## src/design/becm_pkg.sv

```systemverilog
`timescale 1ns / 1ps
// Shared constants, types and codes of the bus echo collision monitor.
package becm_pkg;

    localparam int MAX_BYTES = 32;
    localparam int AW        = $clog2(MAX_BYTES);
    localparam int CW        = $clog2(MAX_BYTES + 1);
    localparam int TW        = 16;
    localparam int DW        = 8;
    localparam int PAW       = 3;
    localparam int PDW       = 32;

    typedef logic [1:0]    t_cmd;
    typedef logic [DW-1:0] t_byte;
    typedef logic [2:0]    t_kind;
    typedef logic [CW-1:0] t_count;
    typedef logic [TW-1:0] t_ticks;

    localparam t_cmd CMD_LOAD = 2'd0;
    localparam t_cmd CMD_ARM  = 2'd1;
    localparam t_cmd CMD_RX   = 2'd2;
    localparam t_cmd CMD_TICK = 2'd3;

    localparam t_kind K_ACCEPTED  = 3'd0;
    localparam t_kind K_BUSY      = 3'd1;
    localparam t_kind K_RXBYTE    = 3'd2;
    localparam t_kind K_CONFIRMED = 3'd3;
    localparam t_kind K_COLLISION = 3'd4;
    localparam t_kind K_FAILED    = 3'd5;
    localparam t_kind K_OVERFLOW  = 3'd6;

    localparam logic REG_GAP  = 1'b0;
    localparam logic REG_WAIT = 1'b1;

    localparam t_ticks GAP_RESET  = 16'd12;
    localparam t_ticks WAIT_RESET = 16'd20;

endpackage

```

## src/design/becm_if.sv

```systemverilog
`timescale 1ns / 1ps
// Valid/ready channel interfaces for input commands and result transactions.
interface becm_in_if;
    import becm_pkg::*;

    logic  valid;
    logic  ready;
    t_cmd  command;
    t_byte data;

    modport source (output valid, output command, output data, input ready);
    modport sink   (input valid, input command, input data, output ready);
endinterface

interface becm_out_if;
    import becm_pkg::*;

    logic   valid;
    logic   ready;
    t_kind  kind;
    t_byte  byte_value;
    t_count length;
    logic   last;

    modport source (output valid, output kind, output byte_value, output length,
                    output last, input ready);
    modport sink   (input valid, input kind, input byte_value, input length,
                    input last, output ready);
endinterface

```

## src/design/bus_echo_collision_monitor_unit.sv

```systemverilog
`timescale 1ns / 1ps
// Bus echo collision monitor: rx/tx buffers, gap and wait timers, echo compare sequencer.
//
// channel   | dir | handshake        | payload
// ----------+-----+------------------+----------------------------------
// i_in      | in  | valid/ready      | command, data
// o_out     | out | valid/ready      | kind, byte_value, length, last
// apb       | in  | psel/penable     | paddr, pwdata, prdata (pready = 1)
//
// Load, arm, receive, idle tick: taken in S_IDLE, result registered in S_EXEC once o_out
// is free. A tick that ends a message goes to S_EMIT (S_CMP, S_VERDICT first if armed);
// one byte-compare unit walks both buffers one entry per cycle in S_CMP.
// Result emission stalls while o_out is held; i_in is taken only between transactions.
// Reset is synchronous; buffers hold no reset and are read only where written.
module bus_echo_collision_monitor_unit (
    input  logic                    i_clk,
    input  logic                    i_rst_n,
    becm_in_if.sink                 i_in,
    becm_out_if.source              o_out,
    input  logic                    psel,
    input  logic                    penable,
    input  logic                    pwrite,
    input  logic [becm_pkg::PAW-1:0] paddr,
    input  logic [becm_pkg::PDW-1:0] pwdata,
    output logic [becm_pkg::PDW-1:0] prdata,
    output logic                    pready
);
    import becm_pkg::*;

    localparam logic [2:0] S_IDLE    = 3'd0;
    localparam logic [2:0] S_EXEC    = 3'd1;
    localparam logic [2:0] S_CMP     = 3'd2;
    localparam logic [2:0] S_VERDICT = 3'd3;
    localparam logic [2:0] S_EMIT    = 3'd4;

    t_byte  rx_mem [MAX_BYTES];
    t_byte  tx_mem [MAX_BYTES];

    logic [2:0] r_state, n_state;
    t_cmd       r_cmd, n_cmd;
    t_byte      r_data, n_data;
    t_ticks     r_cfg_gap, r_cfg_wait;
    t_count     r_rx_count, n_rx_count;
    t_count     r_tx_loaded, n_tx_loaded;
    t_count     r_tx_active, n_tx_active;
    t_ticks     r_gap_cnt, n_gap_cnt;
    t_ticks     r_wait_cnt, n_wait_cnt;
    logic       r_wait_run, n_wait_run;
    logic       r_ov, n_ov;
    t_byte      r_tx_first, n_tx_first;
    t_count     r_idx, n_idx;
    logic       r_mismatch, n_mismatch;
    t_byte      r_rx_q, r_tx_q;

    logic       r_out_valid;
    t_kind      r_out_kind, n_out_kind;
    t_byte      r_out_byte, n_out_byte;
    t_count     r_out_len, n_out_len;
    logic       r_out_last, n_out_last;

    logic       w_out_load;
    logic       w_slot_free;
    logic       w_rx_we, w_tx_we;
    logic       w_fail, w_gap_end, w_final;
    logic       w_cfg_we;
    t_ticks     w_gap_reload, w_wait_reload;

    assign pready        = 1'b1;
    assign w_cfg_we      = psel && penable && pwrite;
    assign w_slot_free   = !r_out_valid || o_out.ready;
    assign w_gap_reload  = (r_cfg_gap == '0) ? t_ticks'(1) : r_cfg_gap;
    assign w_wait_reload = (r_cfg_wait == '0) ? t_ticks'(1) : r_cfg_wait;

    assign i_in.ready       = (r_state == S_IDLE);
    assign o_out.valid      = r_out_valid;
    assign o_out.kind       = r_out_kind;
    assign o_out.byte_value = r_out_byte;
    assign o_out.length     = r_out_len;
    assign o_out.last       = r_out_last;

    always_comb begin
        unique case (paddr[2])
            REG_GAP:  prdata = {{(PDW-TW){1'b0}}, r_cfg_gap};
            REG_WAIT: prdata = {{(PDW-TW){1'b0}}, r_cfg_wait};
            default:  prdata = '0;
        endcase
    end

    always_comb begin
        n_state     = r_state;
        n_cmd       = r_cmd;
        n_data      = r_data;
        n_rx_count  = r_rx_count;
        n_tx_loaded = r_tx_loaded;
        n_tx_active = r_tx_active;
        n_gap_cnt   = r_gap_cnt;
        n_wait_cnt  = r_wait_cnt;
        n_wait_run  = r_wait_run;
        n_ov        = r_ov;
        n_tx_first  = r_tx_first;
        n_idx       = r_idx;
        n_mismatch  = r_mismatch;
        n_out_kind  = r_out_kind;
        n_out_byte  = r_out_byte;
        n_out_len   = r_out_len;
        n_out_last  = r_out_last;
        w_out_load  = 1'b0;
        w_rx_we     = 1'b0;
        w_tx_we     = 1'b0;
        w_fail      = r_wait_run && (r_wait_cnt <= t_ticks'(1));
        w_gap_end   = (r_rx_count != '0) && (r_gap_cnt <= t_ticks'(1));
        w_final     = (r_idx == r_rx_count - t_count'(1));

        unique case (r_state)
            S_IDLE: begin
                if (i_in.valid) begin
                    n_cmd   = i_in.command;
                    n_data  = i_in.data;
                    n_state = S_EXEC;
                end
            end
            S_EXEC: begin
                if (w_slot_free) begin
                    n_out_byte = '0;
                    n_out_len  = '0;
                    n_out_last = 1'b1;
                    n_state    = S_IDLE;
                    unique case (r_cmd)
                        CMD_LOAD: begin
                            w_out_load = 1'b1;
                            if (r_tx_active != '0 || r_tx_loaded >= t_count'(MAX_BYTES)) begin
                                n_out_kind = K_BUSY;
                            end else begin
                                w_tx_we     = 1'b1;
                                n_tx_loaded = r_tx_loaded + t_count'(1);
                                n_out_kind  = K_ACCEPTED;
                                n_out_len   = r_tx_loaded + t_count'(1);
                                if (r_tx_loaded == '0) begin
                                    n_tx_first = r_data;
                                end
                            end
                        end
                        CMD_ARM: begin
                            w_out_load = 1'b1;
                            if (r_rx_count != '0 || r_tx_active != '0 || r_wait_run) begin
                                n_out_kind = K_BUSY;
                            end else begin
                                n_tx_active = r_tx_loaded;
                                n_tx_loaded = '0;
                                n_out_kind  = K_ACCEPTED;
                                n_out_len   = r_tx_loaded;
                            end
                        end
                        CMD_RX: begin
                            w_out_load = 1'b1;
                            n_gap_cnt  = w_gap_reload;
                            if (r_rx_count >= t_count'(MAX_BYTES)) begin
                                n_ov       = 1'b1;
                                n_out_kind = K_OVERFLOW;
                            end else begin
                                w_rx_we    = 1'b1;
                                n_rx_count = r_rx_count + t_count'(1);
                                if (r_tx_active != '0 && r_rx_count == '0 &&
                                    r_data != r_tx_first) begin
                                    n_wait_cnt  = w_wait_reload;
                                    n_wait_run  = 1'b1;
                                    n_tx_active = '0;
                                    n_out_kind  = K_COLLISION;
                                end else begin
                                    n_out_kind = K_ACCEPTED;
                                    n_out_len  = r_rx_count + t_count'(1);
                                end
                            end
                        end
                        CMD_TICK: begin
                            if (r_wait_run) begin
                                n_wait_cnt = (r_wait_cnt != '0) ? r_wait_cnt - t_ticks'(1) : '0;
                            end
                            if (w_fail) begin
                                n_wait_run = 1'b0;
                                w_out_load = 1'b1;
                                n_out_kind = K_FAILED;
                                n_out_last = !w_gap_end;
                            end
                            if (r_rx_count != '0) begin
                                n_gap_cnt = (r_gap_cnt != '0) ? r_gap_cnt - t_ticks'(1) : '0;
                            end
                            if (w_gap_end) begin
                                n_idx      = '0;
                                n_mismatch = r_ov || (r_rx_count != r_tx_active);
                                n_state    = (r_tx_active != '0) ? S_CMP : S_EMIT;
                            end
                        end
                        default: n_state = S_IDLE;
                    endcase
                end
            end
            S_CMP: begin
                n_mismatch = r_mismatch || (r_rx_q != r_tx_q);
                if (w_final) begin
                    n_idx   = '0;
                    n_state = S_VERDICT;
                end else begin
                    n_idx = r_idx + t_count'(1);
                end
            end
            S_VERDICT: begin
                if (w_slot_free) begin
                    w_out_load  = 1'b1;
                    n_out_byte  = '0;
                    n_out_last  = 1'b0;
                    n_tx_active = '0;
                    if (r_mismatch) begin
                        n_wait_cnt = w_wait_reload;
                        n_wait_run = 1'b1;
                        n_out_kind = K_COLLISION;
                        n_out_len  = '0;
                    end else begin
                        n_out_kind = K_CONFIRMED;
                        n_out_len  = r_rx_count;
                    end
                    n_state = S_EMIT;
                end
            end
            S_EMIT: begin
                if (w_slot_free) begin
                    w_out_load = 1'b1;
                    n_out_kind = K_RXBYTE;
                    n_out_byte = r_rx_q;
                    n_out_len  = r_rx_count;
                    n_out_last = w_final;
                    if (w_final) begin
                        n_rx_count = '0;
                        n_ov       = 1'b0;
                        n_idx      = '0;
                        n_state    = S_IDLE;
                    end else begin
                        n_idx = r_idx + t_count'(1);
                    end
                end
            end
            default: n_state = S_IDLE;
        endcase
    end

    always_ff @(posedge i_clk) begin
        if (w_rx_we) begin
            rx_mem[r_rx_count[AW-1:0]] <= r_data;
        end
        if (w_tx_we) begin
            tx_mem[r_tx_loaded[AW-1:0]] <= r_data;
        end
        r_rx_q <= rx_mem[n_idx[AW-1:0]];
        r_tx_q <= tx_mem[n_idx[AW-1:0]];
    end

    always_ff @(posedge i_clk) begin
        if (!i_rst_n) begin
            r_state     <= S_IDLE;
            r_cfg_gap   <= GAP_RESET;
            r_cfg_wait  <= WAIT_RESET;
            r_rx_count  <= '0;
            r_tx_loaded <= '0;
            r_tx_active <= '0;
            r_gap_cnt   <= '0;
            r_wait_cnt  <= '0;
            r_wait_run  <= 1'b0;
            r_ov        <= 1'b0;
            r_idx       <= '0;
            r_mismatch  <= 1'b0;
            r_out_valid <= 1'b0;
        end else begin
            r_state     <= n_state;
            r_rx_count  <= n_rx_count;
            r_tx_loaded <= n_tx_loaded;
            r_tx_active <= n_tx_active;
            r_gap_cnt   <= n_gap_cnt;
            r_wait_cnt  <= n_wait_cnt;
            r_wait_run  <= n_wait_run;
            r_ov        <= n_ov;
            r_idx       <= n_idx;
            r_mismatch  <= n_mismatch;
            if (w_out_load) begin
                r_out_valid <= 1'b1;
            end else if (o_out.ready) begin
                r_out_valid <= 1'b0;
            end
            if (w_cfg_we) begin
                unique case (paddr[2])
                    REG_GAP:  r_cfg_gap  <= pwdata[TW-1:0];
                    REG_WAIT: r_cfg_wait <= pwdata[TW-1:0];
                    default:  r_cfg_gap  <= r_cfg_gap;
                endcase
            end
        end
    end

    always_ff @(posedge i_clk) begin
        r_cmd      <= n_cmd;
        r_data     <= n_data;
        r_tx_first <= n_tx_first;
        if (w_out_load) begin
            r_out_kind <= n_out_kind;
            r_out_byte <= n_out_byte;
            r_out_len  <= n_out_len;
            r_out_last <= n_out_last;
        end
    end

endmodule

```

## src/flat_wrapper.sv

```systemverilog
// flat-port wrapper written by rule: the top's interface ports become plain ports
module bus_echo_collision_monitor_unit_flat import becm_pkg::*;
  (i_clk, i_rst_n, psel, penable, pwrite, paddr, pwdata, prdata, pready, i_in_valid, i_in_command, i_in_data, i_in_ready, o_out_valid, o_out_kind, o_out_byte_value, o_out_length, o_out_last, o_out_ready);
  becm_in_if i_in_i ();
  becm_out_if o_out_i ();
  input  logic i_clk;
  input  logic i_rst_n;
  input  logic psel;
  input  logic penable;
  input  logic pwrite;
  input  logic [becm_pkg::PAW-1:0] paddr;
  input  logic [becm_pkg::PDW-1:0] pwdata;
  output logic [becm_pkg::PDW-1:0] prdata;
  output logic pready;
  input wire logic [$bits(i_in_i.valid)-1:0] i_in_valid;
  input wire logic [$bits(i_in_i.command)-1:0] i_in_command;
  input wire logic [$bits(i_in_i.data)-1:0] i_in_data;
  output wire logic [$bits(i_in_i.ready)-1:0] i_in_ready;
  output wire logic [$bits(o_out_i.valid)-1:0] o_out_valid;
  output wire logic [$bits(o_out_i.kind)-1:0] o_out_kind;
  output wire logic [$bits(o_out_i.byte_value)-1:0] o_out_byte_value;
  output wire logic [$bits(o_out_i.length)-1:0] o_out_length;
  output wire logic [$bits(o_out_i.last)-1:0] o_out_last;
  input wire logic [$bits(o_out_i.ready)-1:0] o_out_ready;
  assign i_in_i.valid = i_in_valid;
  assign i_in_i.command = i_in_command;
  assign i_in_i.data = i_in_data;
  assign i_in_ready = i_in_i.ready;
  assign o_out_valid = o_out_i.valid;
  assign o_out_kind = o_out_i.kind;
  assign o_out_byte_value = o_out_i.byte_value;
  assign o_out_length = o_out_i.length;
  assign o_out_last = o_out_i.last;
  assign o_out_i.ready = o_out_ready;
  bus_echo_collision_monitor_unit u_core (.i_clk(i_clk), .i_rst_n(i_rst_n), .i_in(i_in_i), .o_out(o_out_i), .psel(psel), .penable(penable), .pwrite(pwrite), .paddr(paddr), .pwdata(pwdata), .prdata(prdata), .pready(pready));
endmodule
```

## config.mk

```make
export PLATFORM = sky130hd
export DESIGN_NAME = bus_echo_collision_monitor_unit_flat
export DESIGN_NICKNAME = d
export VERILOG_FILES = /design/src/design/becm_pkg.sv /design/src/design/becm_if.sv /design/src/design/bus_echo_collision_monitor_unit.sv /design/src/flat_wrapper.sv
export SDC_FILE = /design/constraint.sdc
export NUM_CORES = 1
export LEC_CHECK = 0
export BUFFER_PORTS_ARGS = -buffer_cell sky130_fd_sc_hd__buf_4
export CORE_MARGIN = 2
export CORE_UTILIZATION = 50
export DETAILED_ROUTE_END_ITERATION = 8
export PLACE_DENSITY = 0.67
export SETUP_SLACK_MARGIN = 0.2
export SLEW_MARGIN = 10
export SYNTH_ARGS = -nofsm -noshare
export SYNTH_HDL_FRONTEND = slang
export SYNTH_SLANG_ARGS = --single-unit
export TNS_END_PERCENT = 30
```

## constraint.sdc

```tcl
create_clock -name i_clk -period 6.5 [get_ports i_clk]
set_input_delay 0.65 -clock i_clk [delete_from_list [all_inputs] [get_ports i_clk]]
set_output_delay 0.65 -clock i_clk [all_outputs]
set_load 0.005 [all_outputs]
```

==> impl_metrics.env <==
export IMPL_outcome="finished clean"
export IMPL_antenna_found_initial=1
export IMPL_place_hpwl_um=43000
export IMPL_nets=2351
export IMPL_synthArstFlopShare=0
export IMPL_finalNonFillerCells=3097
export IMPL_dieArea_um2=58400
export IMPL_crit_type="register to register"
export IMPL_fmax_mhz=199
export IMPL_rsz0062_at_grt="false"
export IMPL_netlist_top_cells_area="edfxtp_1 58%, dfxtp_1 7.9%, nand2_1 3.7%"
export IMPL_r2r_end="u_core.r_tx_q[5]$_DFF_P_"
export IMPL_crit_end="u_core.r_tx_q[5]$_DFF_P_"
export IMPL_pre_cts_ws_ns=1.60
export IMPL_vdd_drop_max_uv=275
export IMPL_hold_viol=0
export IMPL_slew_violations=0
export IMPL_finalClockSkew_ns=0.0326
export IMPL_p_leak_uw=0.0108
export IMPL_hold_ws_ns=0.214
export IMPL_grt_ovfl_total=0
export IMPL_gp_congestion=0.894
export IMPL_synthFlopType="edfxtp_1"
export IMPL_path_max_fanout=84
export IMPL_clk_path_buf_depth=3
export IMPL_syn_inst=2267
export IMPL_cts_buffers=69
export IMPL_clock_root_buffer="clkbuf_16"
export IMPL_die_height_um=242
export IMPL_clock_latency_ns=0.63
export IMPL_synth_top_area_cell="edfxtp_1"
export IMPL_drive_gt1_frac=0.113
export IMPL_io_buffers=69
export IMPL_cts_hold_buf=0
export IMPL_drt_total_wl_um=70900
export IMPL_r2r_slack_ns=1.49
export IMPL_r2r_cells=13
export IMPL_grt_pass1_wl_um=108000
export IMPL_critPathCaptureType="register"
export IMPL_via_count=18796
export IMPL_yosys_warnings=0
export IMPL_place_inst=2970
export IMPL_grt_pass1_vias=18347
export IMPL_setup_viol_count_final=0
export IMPL_critPathArrivalTime_ns=5.57
export IMPL_initial_utilization=0.503
export IMPL_core_um2=56200
export IMPL_synth_area_um2=28200
export IMPL_antenna_cells=0
export IMPL_drc_errors=0
export IMPL_ys_seq_area_frac=0.661
export IMPL_synth_distinct_cells=76
export IMPL_synthTopCellsByCount="548 x edfxtp_1, 278 x nand2_1, 161 x nor2_1"
export IMPL_drtAntennaViolNets=0
export IMPL_die_w_um=242
export IMPL_slew_headroom=0.216
export IMPL_ys_ff_latch=659
export IMPL_clk_pin_slew_ns=0.06
export IMPL_drt_iter0_drc=1942
export IMPL_min_path_type="input pin to register"
export IMPL_areaGrowthSynthToFinish_pct=11.7
export IMPL_yosys_cell_count_top_type="edfxtp_1"
export IMPL_tightest_slew_ns=1.17
export IMPL_viasPerCell=6.07
export IMPL_cts_tree="built"
export IMPL_p_per_area_nw_per_um2=300
export IMPL_synth_edf_count=548
export IMPL_timing_final_crit_share=0.771
export IMPL_timing_setup_tns_ns=0
export IMPL_max_cap_viol_count=0
export IMPL_drt_pass1_iterations=7
export IMPL_synth_top_area_frac=0.583
export IMPL_startpoint="u_core.r_rx_count[0]$_SDFFE_PN0P_"
export IMPL_io_pin_count=105
export IMPL_setup_slack_ns=1.49
export IMPL_cp_required_ns=7.06
export IMPL_reg2reg_from="u_core.r_rx_count[0]$_SDFFE_PN0P_"
export IMPL_cts_sinks=659
export IMPL_power_uw=9470
export IMPL_grt_start_max_net_pins=88
export IMPL_min_period_ns=5.01
export IMPL_num_fill_cells=4640
export IMPL_rows=87
export IMPL_cts_repair_resized=0
export IMPL_wl_per_cell_um=22.9
export IMPL_htreeDepth=3
export IMPL_post_cts_buffers=0
export IMPL_syn_avg_cell_area_um2=12.5
export IMPL_track_usage=0.239
export IMPL_start_kind="register"
[cell families after synthesis]
family | Yosys count | synth area share
buf+inv | 186 | 0.0303
simple gates | 760 | 0.132
compound gates | 522 | 0.127
mux | 86 | 0.0318
other cells | 2 | 0.000266
xor+xnor | 38 | 0.0118
fa+ha+maj | 14 | 0.00620
flops | 659 | 0.661
[state kept, by name, summed over array words and instances (netlist names), 8 cells and up]
signal and flops:
u_core.r_tx_q 8, u_core.o_out.byte_value 8, u_core.tx_mem 256, u_core.r_tx_first 8
u_core.r_cfg_wait 16, u_core.r_cfg_gap 16, u_core.r_wait_cnt 16, u_core.r_data 8
u_core.rx_mem 256, u_core.r_rx_q 8, u_core.r_gap_cnt 16
[metal layers]
layer,share of wire,GRT usage
met4,0.030,0.0801
met5,0,0
met2,0.47,0.382
met1,0.42,0.331
met3,0.076,0.0468
[where the power goes]
group | switching (uW) | internal, uW
clock | 1660 | 2280
sequential | 46.5 | 4650
combinational | 548 | 278
[layout by cell type, fill, tap and decap left out, types with 5 or more instances in the layout]
| cell type | instances |
|---|---|
| edfxtp_1 | 548 |
| nand2_1 | 277 |
| nor2_1 | 161 |
| and3_1 | 138 |
| a21oi_1 | 113 |
| dfxtp_1 | 111 |
| buf_4 | 95 |
| a211oi_1 | 90 |
| clkbuf_16 | 72 |
| a211o_1 | 60 |
| mux2i_1 | 55 |
| o21ai_0 | 54 |
| a31oi_1 | 50 |
| nand3_1 | 44 |
| o22ai_1 | 35 |
| nor3_1 | 33 |
| mux2_2 | 31 |
| a22oi_1 | 28 |
| xnor2_1 | 25 |
| and2_1 | 22 |
| inv_1 | 20 |
| a31o_2 | 17 |
| conb_1 | 17 |
| nor4_1 | 15 |
| clkbuf_1 | 15 |
| ha_1 | 14 |
| clkinv_1 | 14 |
| xor2_1 | 13 |
| nand4_1 | 12 |
| a21o_1 | 10 |
| and4bb_1 | 9 |
| nand3b_1 | 8 |
| clkinv_2 | 8 |
| or3_1 | 7 |
| nor4bb_1 | 7 |
| nand2b_1 | 6 |
| a221oi_1 | 6 |
| o21bai_1 | 6 |
| clkbuf_8 | 6 |
| o21ai_1 | 5 |
[final cells by class]
cell class	instances	area, um2	share of cell area
Clock buffer	93	1940	0.0615
Inverter	21	78.8	0.00250
Clock inverter	34	330	0.0105
Tap cell	756	946	0.0300
Multi-Input combinational cell	1437	8820	0.280
Sequential cell	659	18700	0.592
Timing Repair Buffer	97	753	0.0239
[per-stage QoR]
step / cell area, um2 / util
5_1_grt: 31500 / 0.562
4_1_cts: 31500 / 0.562
3_3_place_gp: 29300 / 0.521
2_1_floorplan: 28300 / -
6_report: 31500 / 0.562
3_5_place_dp: 29300 / 0.521
[how the worst min path moves through the flow]
stage,startpoint,endpoint,cells after the start,slack [ns]
after floorplan,u_core.r_cfg_wait[0]$_SDFFE_PN0P_,u_core.r_cfg_wait[0]$_SDFFE_PN0P_,2,0.45
after global routing,i_in_data[1],u_core.r_data[1]$_DFFE_PP_,1,0.19
after detailed placement,u_core.r_ov$_SDFFE_PN0P_,u_core.r_ov$_SDFFE_PN0P_,2,0.47
after CTS,i_in_command[1],u_core.r_cmd[1]$_DFFE_PP_,1,0.18
after global placement,u_core.r_ov$_SDFFE_PN0P_,u_core.r_ov$_SDFFE_PN0P_,2,0.47
final,i_in_command[1],u_core.r_cmd[1]$_DFFE_PP_,1,0.21
[worst max-delay path, cell delays in order (launching register included)]
cell      delay, ns
dfxtp_1        0.61
inv_1          0.17
ha_1           0.37
xor2_1         0.18
o22ai_1        0.11
a211oi_2       0.52
a211o_2        0.25
buf_4          0.48
buf_4          0.72
and3_1         0.27
a211oi_1       0.05
a31o_2         0.27
a211oi_1       0.64
and4bb_1       0.29
Power figures use the tool's default switching activity.
